==> config.mk <==
export PLATFORM = sky130hd
export DESIGN_NAME = heap_sort_engine_core
export DESIGN_NICKNAME = d
export VERILOG_FILES = /design/src/rtl/hse_pkg.sv /design/src/rtl/heap_sort_engine_core.sv /design/src/rtl/hse_ram.sv
export SDC_FILE = /design/constraint.sdc
export NUM_CORES = 1
export LEC_CHECK = 0
export ABC_AREA = 1
export BUFFER_PORTS_ARGS = -buffer_cell sky130_fd_sc_hd__buf_2
export CAP_MARGIN = 20
export CORE_MARGIN = 2
export CORE_UTILIZATION = 50
export CTS_CLUSTER_DIAMETER = 60
export DETAILED_ROUTE_END_ITERATION = 8
export PLACE_DENSITY = 0.69
export SYNTH_ARGS = -nofsm -noshare
export SYNTH_HDL_FRONTEND = slang
export SYNTH_SLANG_ARGS = --single-unit
==> constraint.sdc <==
create_clock -name clock -period 3.9 [get_ports clock]
set_input_delay 0 -clock clock [delete_from_list [all_inputs] [get_ports clock]]
set_output_delay 0 -clock clock [all_outputs]
set_load 0.05 [all_outputs]
==> src/rtl/hse_pkg.sv <==
// Shared constants for the heap sort engine: store depth and derived widths.
// Used by heap_sort_engine_core; no dependencies.
package hse_pkg;

   localparam int DEPTH  = 16;                   // entries in the element store, 2..64
   localparam int DATA_W = 32;                   // element width
   localparam int IDX_W  = $clog2(DEPTH);        // store address width
   localparam int CNT_W  = $clog2(DEPTH + 1);    // element count, holds DEPTH itself
   localparam int CH_W   = IDX_W + 2;            // child index, up to 2*(DEPTH-1)+2

endpackage

==> src/rtl/heap_sort_engine_core.sv <==
// Heap sort engine top level: loads a set into a RAM, heap-sorts it in place, streams it out.
// Depends on hse_pkg (constants) and hse_ram (element store).
//
//   channel | direction | tdata                   | tlast
//   req_    | in        | [31:0] value            | last
//   rsp_    | out       | [31:0] sorted_value     | last_res
//
// Loading writes each accepted item into the store. Sorting is one sift-down per inner
// node, then one root extraction per element but one; each heap level reads both children
// through the single RAM read port, then compares and writes back, and each extraction
// reads the root and the heap end first. Each result is read once the output register
// is free, then loaded into it. Reset is synchronous and clears the control state only.
// A stalled result holds the output register; loading of the next set may start under it.
module heap_sort_engine_core (
   input  logic        clock,
   input  logic        reset,
   input  logic        req_tvalid,
   output logic        req_tready,
   input  logic [31:0] req_tdata,   // [31:0] value
   input  logic        req_tlast,
   output logic        rsp_tvalid,
   input  logic        rsp_tready,
   output logic [31:0] rsp_tdata,   // [31:0] sorted_value
   output logic        rsp_tlast
);

   localparam logic [3:0] ST_LOAD   = 4'd0;
   localparam logic [3:0] ST_BUILD  = 4'd1;
   localparam logic [3:0] ST_SD_CAP = 4'd2;
   localparam logic [3:0] ST_RD_L   = 4'd3;
   localparam logic [3:0] ST_RD_R   = 4'd4;
   localparam logic [3:0] ST_CMP    = 4'd5;
   localparam logic [3:0] ST_EXT    = 4'd6;
   localparam logic [3:0] ST_EX1    = 4'd7;
   localparam logic [3:0] ST_EX2    = 4'd8;
   localparam logic [3:0] ST_E_RD   = 4'd9;
   localparam logic [3:0] ST_E_OUT  = 4'd10;

   logic [3:0]                     state_ff, state_in;
   logic [hse_pkg::CNT_W-1:0]      count_ff, count_in;     // fill count, then set length
   logic [hse_pkg::CNT_W-1:0]      k_ff, k_in;             // build node / extraction end
   logic [hse_pkg::CNT_W-1:0]      heap_len_ff, heap_len_in;
   logic [hse_pkg::IDX_W-1:0]      node_ff, node_in;       // sift position, or emit index
   logic                           build_ff, build_in;
   logic [hse_pkg::DATA_W-1:0]     cur_ff, cur_in;         // value being sifted down
   logic [hse_pkg::DATA_W-1:0]     lval_ff, lval_in;       // left child, or old root
   logic                           rsp_valid_ff, rsp_valid_in;
   logic [hse_pkg::DATA_W-1:0]     rsp_data_ff, rsp_data_in;
   logic                           rsp_last_ff, rsp_last_in;

   logic                           wr_en, rd_en;
   logic [hse_pkg::IDX_W-1:0]      wr_addr, rd_addr;
   logic [hse_pkg::DATA_W-1:0]     wr_data, rd_data;

   logic [hse_pkg::CH_W-1:0]       lc, rc, len_ext;
   logic [hse_pkg::CNT_W-1:0]      len_new;
   logic                           in_accept, out_free, l_wins, r_wins;
   logic [hse_pkg::DATA_W-1:0]     top_val;

   hse_ram #(
      .WIDTH (hse_pkg::DATA_W),
      .DEPTH (hse_pkg::DEPTH)
   ) u_store (
      .clock   (clock),
      .wr_en   (wr_en),
      .wr_addr (wr_addr),
      .wr_data (wr_data),
      .rd_en   (rd_en),
      .rd_addr (rd_addr),
      .rd_data (rd_data)
   );

   assign req_tready = (state_ff == ST_LOAD);
   assign in_accept  = req_tvalid && req_tready;
   assign rsp_tvalid = rsp_valid_ff;
   assign rsp_tdata  = rsp_data_ff;
   assign rsp_tlast  = rsp_last_ff;
   assign out_free   = !rsp_valid_ff || rsp_tready;

   assign lc      = {1'b0, node_ff, 1'b1};
   assign rc      = {node_ff, 1'b0} + hse_pkg::CH_W'(2);
   assign len_ext = hse_pkg::CH_W'(heap_len_ff);
   assign len_new = count_ff + hse_pkg::CNT_W'(1);

   // The sifted value stays in a register; the store entry at the sift position is a hole
   // until the final write, which leaves the same contents as swapping level by level.
   assign l_wins  = $signed(lval_ff) > $signed(cur_ff);
   assign top_val = l_wins ? lval_ff : cur_ff;
   assign r_wins  = (rc < len_ext) && ($signed(rd_data) > $signed(top_val));

   always_comb begin
      state_in     = state_ff;
      count_in     = count_ff;
      k_in         = k_ff;
      heap_len_in  = heap_len_ff;
      node_in      = node_ff;
      build_in     = build_ff;
      cur_in       = cur_ff;
      lval_in      = lval_ff;
      rsp_valid_in = rsp_valid_ff && !rsp_tready;
      rsp_data_in  = rsp_data_ff;
      rsp_last_in  = rsp_last_ff;
      wr_en        = 1'b0;
      wr_addr      = node_ff;
      wr_data      = cur_ff;
      rd_en        = 1'b0;
      rd_addr      = node_ff;

      case (state_ff)
         ST_LOAD: begin
            if (in_accept) begin
               wr_en   = 1'b1;
               wr_addr = count_ff[hse_pkg::IDX_W-1:0];
               wr_data = req_tdata;
               count_in = len_new;
               // A full store closes the set as if the last flag were set.
               if (req_tlast || count_ff == hse_pkg::CNT_W'(hse_pkg::DEPTH - 1)) begin
                  k_in        = len_new >> 1;
                  heap_len_in = len_new;
                  build_in    = 1'b1;
                  state_in    = ST_BUILD;
               end
            end
         end
         ST_BUILD: begin
            if (k_ff == '0) begin
               k_in     = count_ff - hse_pkg::CNT_W'(1);
               build_in = 1'b0;
               state_in = ST_EXT;
            end else begin
               node_in  = k_ff[hse_pkg::IDX_W-1:0] - hse_pkg::IDX_W'(1);
               rd_en    = 1'b1;
               rd_addr  = k_ff[hse_pkg::IDX_W-1:0] - hse_pkg::IDX_W'(1);
               k_in     = k_ff - hse_pkg::CNT_W'(1);
               state_in = ST_SD_CAP;
            end
         end
         ST_SD_CAP: begin
            cur_in   = rd_data;
            state_in = ST_RD_L;
         end
         ST_RD_L: begin
            if (lc < len_ext) begin
               rd_en    = 1'b1;
               rd_addr  = lc[hse_pkg::IDX_W-1:0];
               state_in = ST_RD_R;
            end else begin
               wr_en    = 1'b1;
               state_in = build_ff ? ST_BUILD : ST_EXT;
            end
         end
         ST_RD_R: begin
            lval_in  = rd_data;
            rd_en    = 1'b1;
            rd_addr  = rc[hse_pkg::IDX_W-1:0];
            state_in = ST_CMP;
         end
         ST_CMP: begin
            wr_en = 1'b1;
            if (r_wins) begin
               wr_data  = rd_data;
               node_in  = rc[hse_pkg::IDX_W-1:0];
               state_in = ST_RD_L;
            end else if (l_wins) begin
               wr_data  = lval_ff;
               node_in  = lc[hse_pkg::IDX_W-1:0];
               state_in = ST_RD_L;
            end else begin
               wr_data  = cur_ff;
               state_in = build_ff ? ST_BUILD : ST_EXT;
            end
         end
         ST_EXT: begin
            if (k_ff == '0) begin
               node_in  = '0;
               state_in = ST_E_RD;
            end else begin
               rd_en    = 1'b1;
               rd_addr  = '0;
               state_in = ST_EX1;
            end
         end
         ST_EX1: begin
            lval_in  = rd_data;
            rd_en    = 1'b1;
            rd_addr  = k_ff[hse_pkg::IDX_W-1:0];
            state_in = ST_EX2;
         end
         ST_EX2: begin
            // The old root goes to the end of the heap; the end value sifts down from the root.
            wr_en       = 1'b1;
            wr_addr     = k_ff[hse_pkg::IDX_W-1:0];
            wr_data     = lval_ff;
            cur_in      = rd_data;
            heap_len_in = k_ff;
            node_in     = '0;
            k_in        = k_ff - hse_pkg::CNT_W'(1);
            state_in    = ST_RD_L;
         end
         ST_E_RD: begin
            if (out_free) begin
               rd_en    = 1'b1;
               rd_addr  = node_ff;
               state_in = ST_E_OUT;
            end
         end
         ST_E_OUT: begin
            rsp_valid_in = 1'b1;
            rsp_data_in  = rd_data;
            rsp_last_in  = (hse_pkg::CNT_W'(node_ff) == count_ff - hse_pkg::CNT_W'(1));
            if (hse_pkg::CNT_W'(node_ff) == count_ff - hse_pkg::CNT_W'(1)) begin
               count_in = '0;
               state_in = ST_LOAD;
            end else begin
               node_in  = node_ff + hse_pkg::IDX_W'(1);
               state_in = ST_E_RD;
            end
         end
         default: begin
            state_in = ST_LOAD;
         end
      endcase
   end

   always_ff @(posedge clock) begin
      if (reset) begin
         state_ff     <= ST_LOAD;
         count_ff     <= '0;
         rsp_valid_ff <= 1'b0;
      end else begin
         state_ff     <= state_in;
         count_ff     <= count_in;
         rsp_valid_ff <= rsp_valid_in;
      end
   end

   always_ff @(posedge clock) begin
      k_ff        <= k_in;
      heap_len_ff <= heap_len_in;
      node_ff     <= node_in;
      build_ff    <= build_in;
      cur_ff      <= cur_in;
      lval_ff     <= lval_in;
      rsp_data_ff <= rsp_data_in;
      rsp_last_ff <= rsp_last_in;
   end

   // A set being sorted or emitted is never empty.
   a_len_nonzero: assert property (@(posedge clock) disable iff (reset)
      state_ff != ST_LOAD |-> count_ff != '0)
      else $error("set length is zero outside loading");

   // Sorting never writes outside the loaded set.
   a_wr_in_set: assert property (@(posedge clock) disable iff (reset)
      (wr_en && state_ff != ST_LOAD) |-> hse_pkg::CNT_W'(wr_addr) < count_ff)
      else $error("store write beyond the loaded set");

   // The sift position stays inside the current heap.
   a_node_in_heap: assert property (@(posedge clock) disable iff (reset)
      (state_ff == ST_CMP || state_ff == ST_RD_R) |-> hse_pkg::CNT_W'(node_ff) < heap_len_ff)
      else $error("sift position outside heap");

   // A result is only loaded into a free output register.
   a_no_overwrite: assert property (@(posedge clock) disable iff (reset)
      state_ff == ST_E_OUT |-> $past(out_free))
      else $error("output register overwritten");

endmodule

==> src/rtl/hse_ram.sv <==
// Generic single-clock RAM: one write port, one read port with registered read data.
// No dependencies; instantiated by heap_sort_engine_core.
module hse_ram #(
   parameter int WIDTH = 32,
   parameter int DEPTH = 16
) (
   input  logic                     clock,
   input  logic                     wr_en,
   input  logic [$clog2(DEPTH)-1:0] wr_addr,
   input  logic [WIDTH-1:0]         wr_data,
   input  logic                     rd_en,
   input  logic [$clog2(DEPTH)-1:0] rd_addr,
   output logic [WIDTH-1:0]         rd_data
);

   logic [WIDTH-1:0] mem_ff [DEPTH];

   always_ff @(posedge clock) begin
      if (wr_en) begin
         mem_ff[wr_addr] <= wr_data;
      end
      if (rd_en) begin
         rd_data <= mem_ff[rd_addr];
      end
   end

endmodule

### Word-level counts from Yosys, hierarchy flattened

Memories as Yosys holds them, arrays and structs flattened. A register that Yosys moved wholly into a read port is not among the register bits.
Index checks and enable logic that the tools add are counted.
W data, S select, Z words.

* bits in registers: 122
* memory bits (writable): 512
* bits of input ports: 37
* memories: 1

* add/sub/neg operators: 6
* order comparisons: 4
* eq/ne operators: 20
* mux-type cells: 50
* reductions and logical operators: 24

Memories
* u_store.mem_ff: depth 16, bits a word 32, read ports 1, clocked after Yosys merged registers in 1, wr ports 1, RTL line hse_ram.sv:16 `logic [WIDTH-1:0] mem_ff [DEPTH];`

Operators by type and width (count)
* $mux W32: 3
* $pmux W32 S3: 1
* $gt A32 B32 Y1: 2
* $mux W4: 13
* $pmux W4 S10: 1
* $pmux W4 S5: 2
* $mux W5: 7
* $pmux W5 S2: 2
* $eq A4 B3 Y1 const B: 4
* $mux W3: 5
* $pmux W5 S3: 1
* $eq A4 B4 Y1 const B: 3
* $reduce_and A3 Y1: 4
* $mux W1: 11
* $ne A2 B2 Y1 const B: 5
* $sub A5 B1 Y5 const B: 2
* $eq A4 B2 Y1 const B: 2
* $pmux W4 S2: 1
* $reduce_and A4 Y1: 2
* $reduce_or A2 Y1: 4
* $add A5 B2 Y6 const B: 1
* $lt A6 B5 Y1: 1
* $reduce_bool A2 Y1: 3
* $add A5 B1 Y5 const B: 1
* 18 further kinds: 23

### Longest topological paths before layout

* word-level depth: 6
* depth in mapped cells: 39
* mapped depth without buffers: 36

### Hierarchy

From an unflattened synthesis, not the netlist that was laid out.

* cell total of the unflattened synthesis: 3224
* area total of the unflattened synthesis: 31841.8 um^2

Modules (own cells, without submodules)
* hse_ram: times used 1, cells an instance 2120, area each 23050.9 um^2, seq. area each 16335.7 um^2
* heap_sort_engine_core: times used 1, cells an instance 1104, area each 8790.9 um^2, seq. area each 3563.4 um^2

### Worst setup path after synthesis

OpenSTA, ideal clock, no wires.

* kind: register -> register
* start point: register lval_ff[31] in the netlist's numbering
* end point: memory u_store.mem_ff[0][0] (data pin)
* library setup time: 299 ps
* data arrival time: 3935 ps
* path slack: -333 ps
* cell stages (with the launch flop): 25
* path buffers: 4
* clock period less this slack: 4233 ps
* path through: edfxtp_1 -> ha_1 -> nand2_1 -> nor2_1 -> nand2_1 -> nor4_1 -> nand2_1 -> nand3_1 -> nand3_1 -> buf_4 -> buf_2 -> nand2_1 -> o21ai_1 -> ha_1 -> nand2_1 -> nor3_1 -> and3_1 -> nand2_1 -> nand3_1 -> nand3_1 -> buf_2 -> buf_2 -> nand3_1 -> nand2_1 -> a22oi_1

* longest elaborated chain between the ends: 6

Ends and longest elaborated chain
* start: declaration: RTL line heap_sort_engine_core.sv:46 `logic [hse_pkg::DATA_W-1:0] lval_ff, lval_in;`
* start signal: assignment: RTL line heap_sort_engine_core.sv:243 `lval_ff <= lval_in;`
* $gt A32 B32 Y1: RTL line heap_sort_engine_core.sv:87 `assign l_wins = $signed(lval_ff) > $signed(cur_ff);`
* $mux W32 (*): RTL line heap_sort_engine_core.sv:88, heap_sort_engine_core.sv:164
* $gt A32 B32 Y1: RTL line heap_sort_engine_core.sv:89 `assign r_wins = (rc < len_ext) && ($signed(rd_data) > $signed(top_val));`
* $logic_and A1 B1 Y1: RTL line heap_sort_engine_core.sv:89
* $mux W32 (*): RTL line heap_sort_engine_core.sv:160 `if (r_wins) begin`
* $pmux W32 S3 (*): RTL line heap_sort_engine_core.sv:109 `case (state_ff)`
* via u_store.wr_data[0]: RTL line hse_ram.sv:10 `input logic [WIDTH-1:0] wr_data,`
* end: declaration: RTL line hse_ram.sv:16

Mark *: on every way through the listed nets, which the timed path passes. The rest lies on a longest branch.

### Worst setup path in the final report

* start point: register lval_ff[31] in the netlist's numbering
* end point: memory u_store.mem_ff[8][16] (data pin)

Same word-level chain as after synthesis.

==> run summary <==
FMAX: 0.216 GHz
global-route wire length before repair: 125000 um
Design Area, Final: 36200 um^2
Die Span Y: 249 um
fin crit period: 4620 ps
crit-path max FO: 16
worst hold margin: 40.6 ps
clk root buf: clkbuf_16
grt met2 use: 0.432
final setup vio count: 523
via count: 21900
area of the multi-input gates: 9360 um^2
WL final: 85100 um
PD cells: 626 nW/um^2
GR peak layer: met2
count leader, synth: edfxtp_1
Setup WS pre-CTS: -1210 ps
TritonCTS clock tree: yes
Slew @ Worst Pin: 821 ps
DR DRC count: 0
# nets final: 2997
YS warnings: 0
crit path launch type: flip-flop
status: complete, but fails checks
RePlAce Congestion: 0.936
ys async rst share: 0
register area share after synthesis: 0.664
period utilization: 1.19
Hold Crit Class: in2reg
syn nets: 2741
top post-synthesis cells by count: 656 x edfxtp_1, 414 x nand2_1, 274 x nor2_1
Worst Path Arrival: 4980 ps
Num CTS Buffers: 68
Post-synth EDFFs: 656
Mapped Area: 30000 um^2
VDD IR max: 304 uV
antenna viol nets, final: 0
Reg area: 19900 um^2
largest net degree at the start of global routing: 98
unrepaired setup endpoints after global routing: true
maxcap violations: 0
Synth Flop Type: edfxtp_1
initial antenna violation count: 0
Clk pin slew, worst setup/hold paths: 60 ps
synth unique cells: 46
Layout Skew: 15.3 ps
syn avg cell area: 11.4 um^2
layout cells sized above 1: 0.212
cell count after synthesis: 2626
post-synth top area cell: edfxtp_1
Final Hold Fails: 0
WL per Instance: 22.9 um
clk sink count: 666
drt first pass iters: 6
core area: 59100 um^2
fin. max-slew vios: 0
met3 Track Usage GR: 0.0507
Starting DRT DRC Count: 2373
FILL cells: 4408
final worst setup slack: -722 ps
IO Count: 72
vias in the first global route: 21000
Yosys top cell area share: 0.657
Crit. End Element: flip-flop
die area: 61900 um^2
Static Leak: 0.0134 uW
CP Class: reg2reg
Max Buffers Root-to-Sink: 3
met1 Track Usage GR: 0.362
P&R area growth vs syn: 20.7%
Vias per Instance: 5.92
grt ovf: 0
initial core utilization: 0.507
failing checks: negative setup slack
Yosys reg bits: 666
Cell Area, Placed: 32900 um^2
total global-route track usage: 0.267
worst skew pair latency: 610 ps
Die Span X: 249 um
H-tree depth: 3
Detailed Place HPWL: 49100 um
Rel. slew slack: 0.448
Row Count: 89
input/output buffers: 71
Synth area leaders: edfxtp_1 66%, nand2_1 5.2%, o211ai_1 4.0%
Critical Path RT: 4250 ps
## cells by family (layout without fill, tap and decap cells)
family,after synthesis,count (layout),share of synthesized area
fa+ha+maj,78,78,0.0326
simple gates,1090,1090,0.161
other cells,0,1,0
flops,666,666,0.664
buf+inv,322,629,0.0463
xor+xnor,11,11,0.00322
compound gates,459,459,0.0925
## critical path, stage by stage, from the launching register on
cell and delay [ps]:
edfxtp_1 440, ha_4 320, nand2_4 60, nor2_4 120
nand2_2 110, nor4_4 140, buf_4 180, buf_4 110
nand4_1 180, nand3_4 160, buf_6 140, clkbuf_16 170
o21ai_2 70, ha_1 300, nand4_1 210, nor3_4 290
and3_4 240, nand2_4 60, nand3_4 70, nand3_4 100
buf_4 220, o21ai_0 160, inv_1 50, nand2_1 60
nand4_1 160, buf_6 220
## metal layers
metal | part of all wire | wire, um
met5 | 0 | 0
met4 | 0.033 | 2810
met3 | 0.10 | 8470
met2 | 0.47 | 39600
met1 | 0.40 | 34200
## final timing paths
path	from	cells after the start	to	slack [ps]
setup / recovery	lval_ff[31]	25	u_store.mem_ff[8][16]	-720
hold / removal	req_tdata[26]	6	u_store.mem_ff[1][26]	40
setup reg to reg	lval_ff[31]	25	u_store.mem_ff[8][16]	-720
hold reg to reg	count_ff[3]	2	count_ff[3]	500
## layout by cell type (no fill, tap or decap), types with 36 or more instances in the layout
cell type and instances:
a21oi_1 42, buf_12 36, buf_2 71, buf_4 187, clkbuf_16 78, edfxtp_1 656
ha_1 69, inv_1 164, nand2_1 395, nand3_1 217, nand4_1 39, nor2_1 250
o211ai_1 158, o21ai_0 110, o21ai_1 78, or2_2 69
## repair_timing
| item | 4_1_cts | 5_1_grt |
|---|---|---|
| pin swaps | 5 | 16 |
| gates resized for setup | 41 | 108 |
| buffers inserted | 10 | 15 |
| setup endpoints to repair | 523 | 523 |
| hold buffers | 3 | 0 |
| endpoints found under the hold margin | 11 | 0 |
| cloned | 2 | 7 |
## power by group
part / internal, uW / switching [uW] / total [uW]
sequential: 8880 / 336 / 9220
combinational: 2380 / 4330 / 6710
clock: 3970 / 2730 / 6710
## state kept, by name, indices dropped and copies added, names as in the netlist
register	count
u_store.mem_ff	512
cur_ff	32
u_store.rd_data	32
build_ff	1
rsp_tvalid	1
lval_ff	32
k_ff	5
rsp_tdata	32
rsp_tlast	1
heap_len_ff	5
count_ff	5
node_ff	4
state_ff	4
## per-stage QoR
step	std cells	util	TNS (ps)	total power, uW
after global routing	3706	0.612	-446920	23500
final	3707	0.612	-344780	22600
after global placement	3549	0.557	-510610	15300
after floorplan	2626	-	-33910	13000
after CTS	3685	0.601	-250990	22300
after detailed placement	3549	0.557	-589110	15500
## layout make-up
cell class,count,share of cell area
Antenna cell,1,0.0000692
Clock buffer,81,0.0508
Tap cell,773,0.0267
Inverter,178,0.0186
Sequential cell,666,0.550
Timing Repair Buffer,330,0.0821
Clock inverter,40,0.0127
Multi-Input combinational cell,1638,0.259
(Power assumes the default switching activity.)
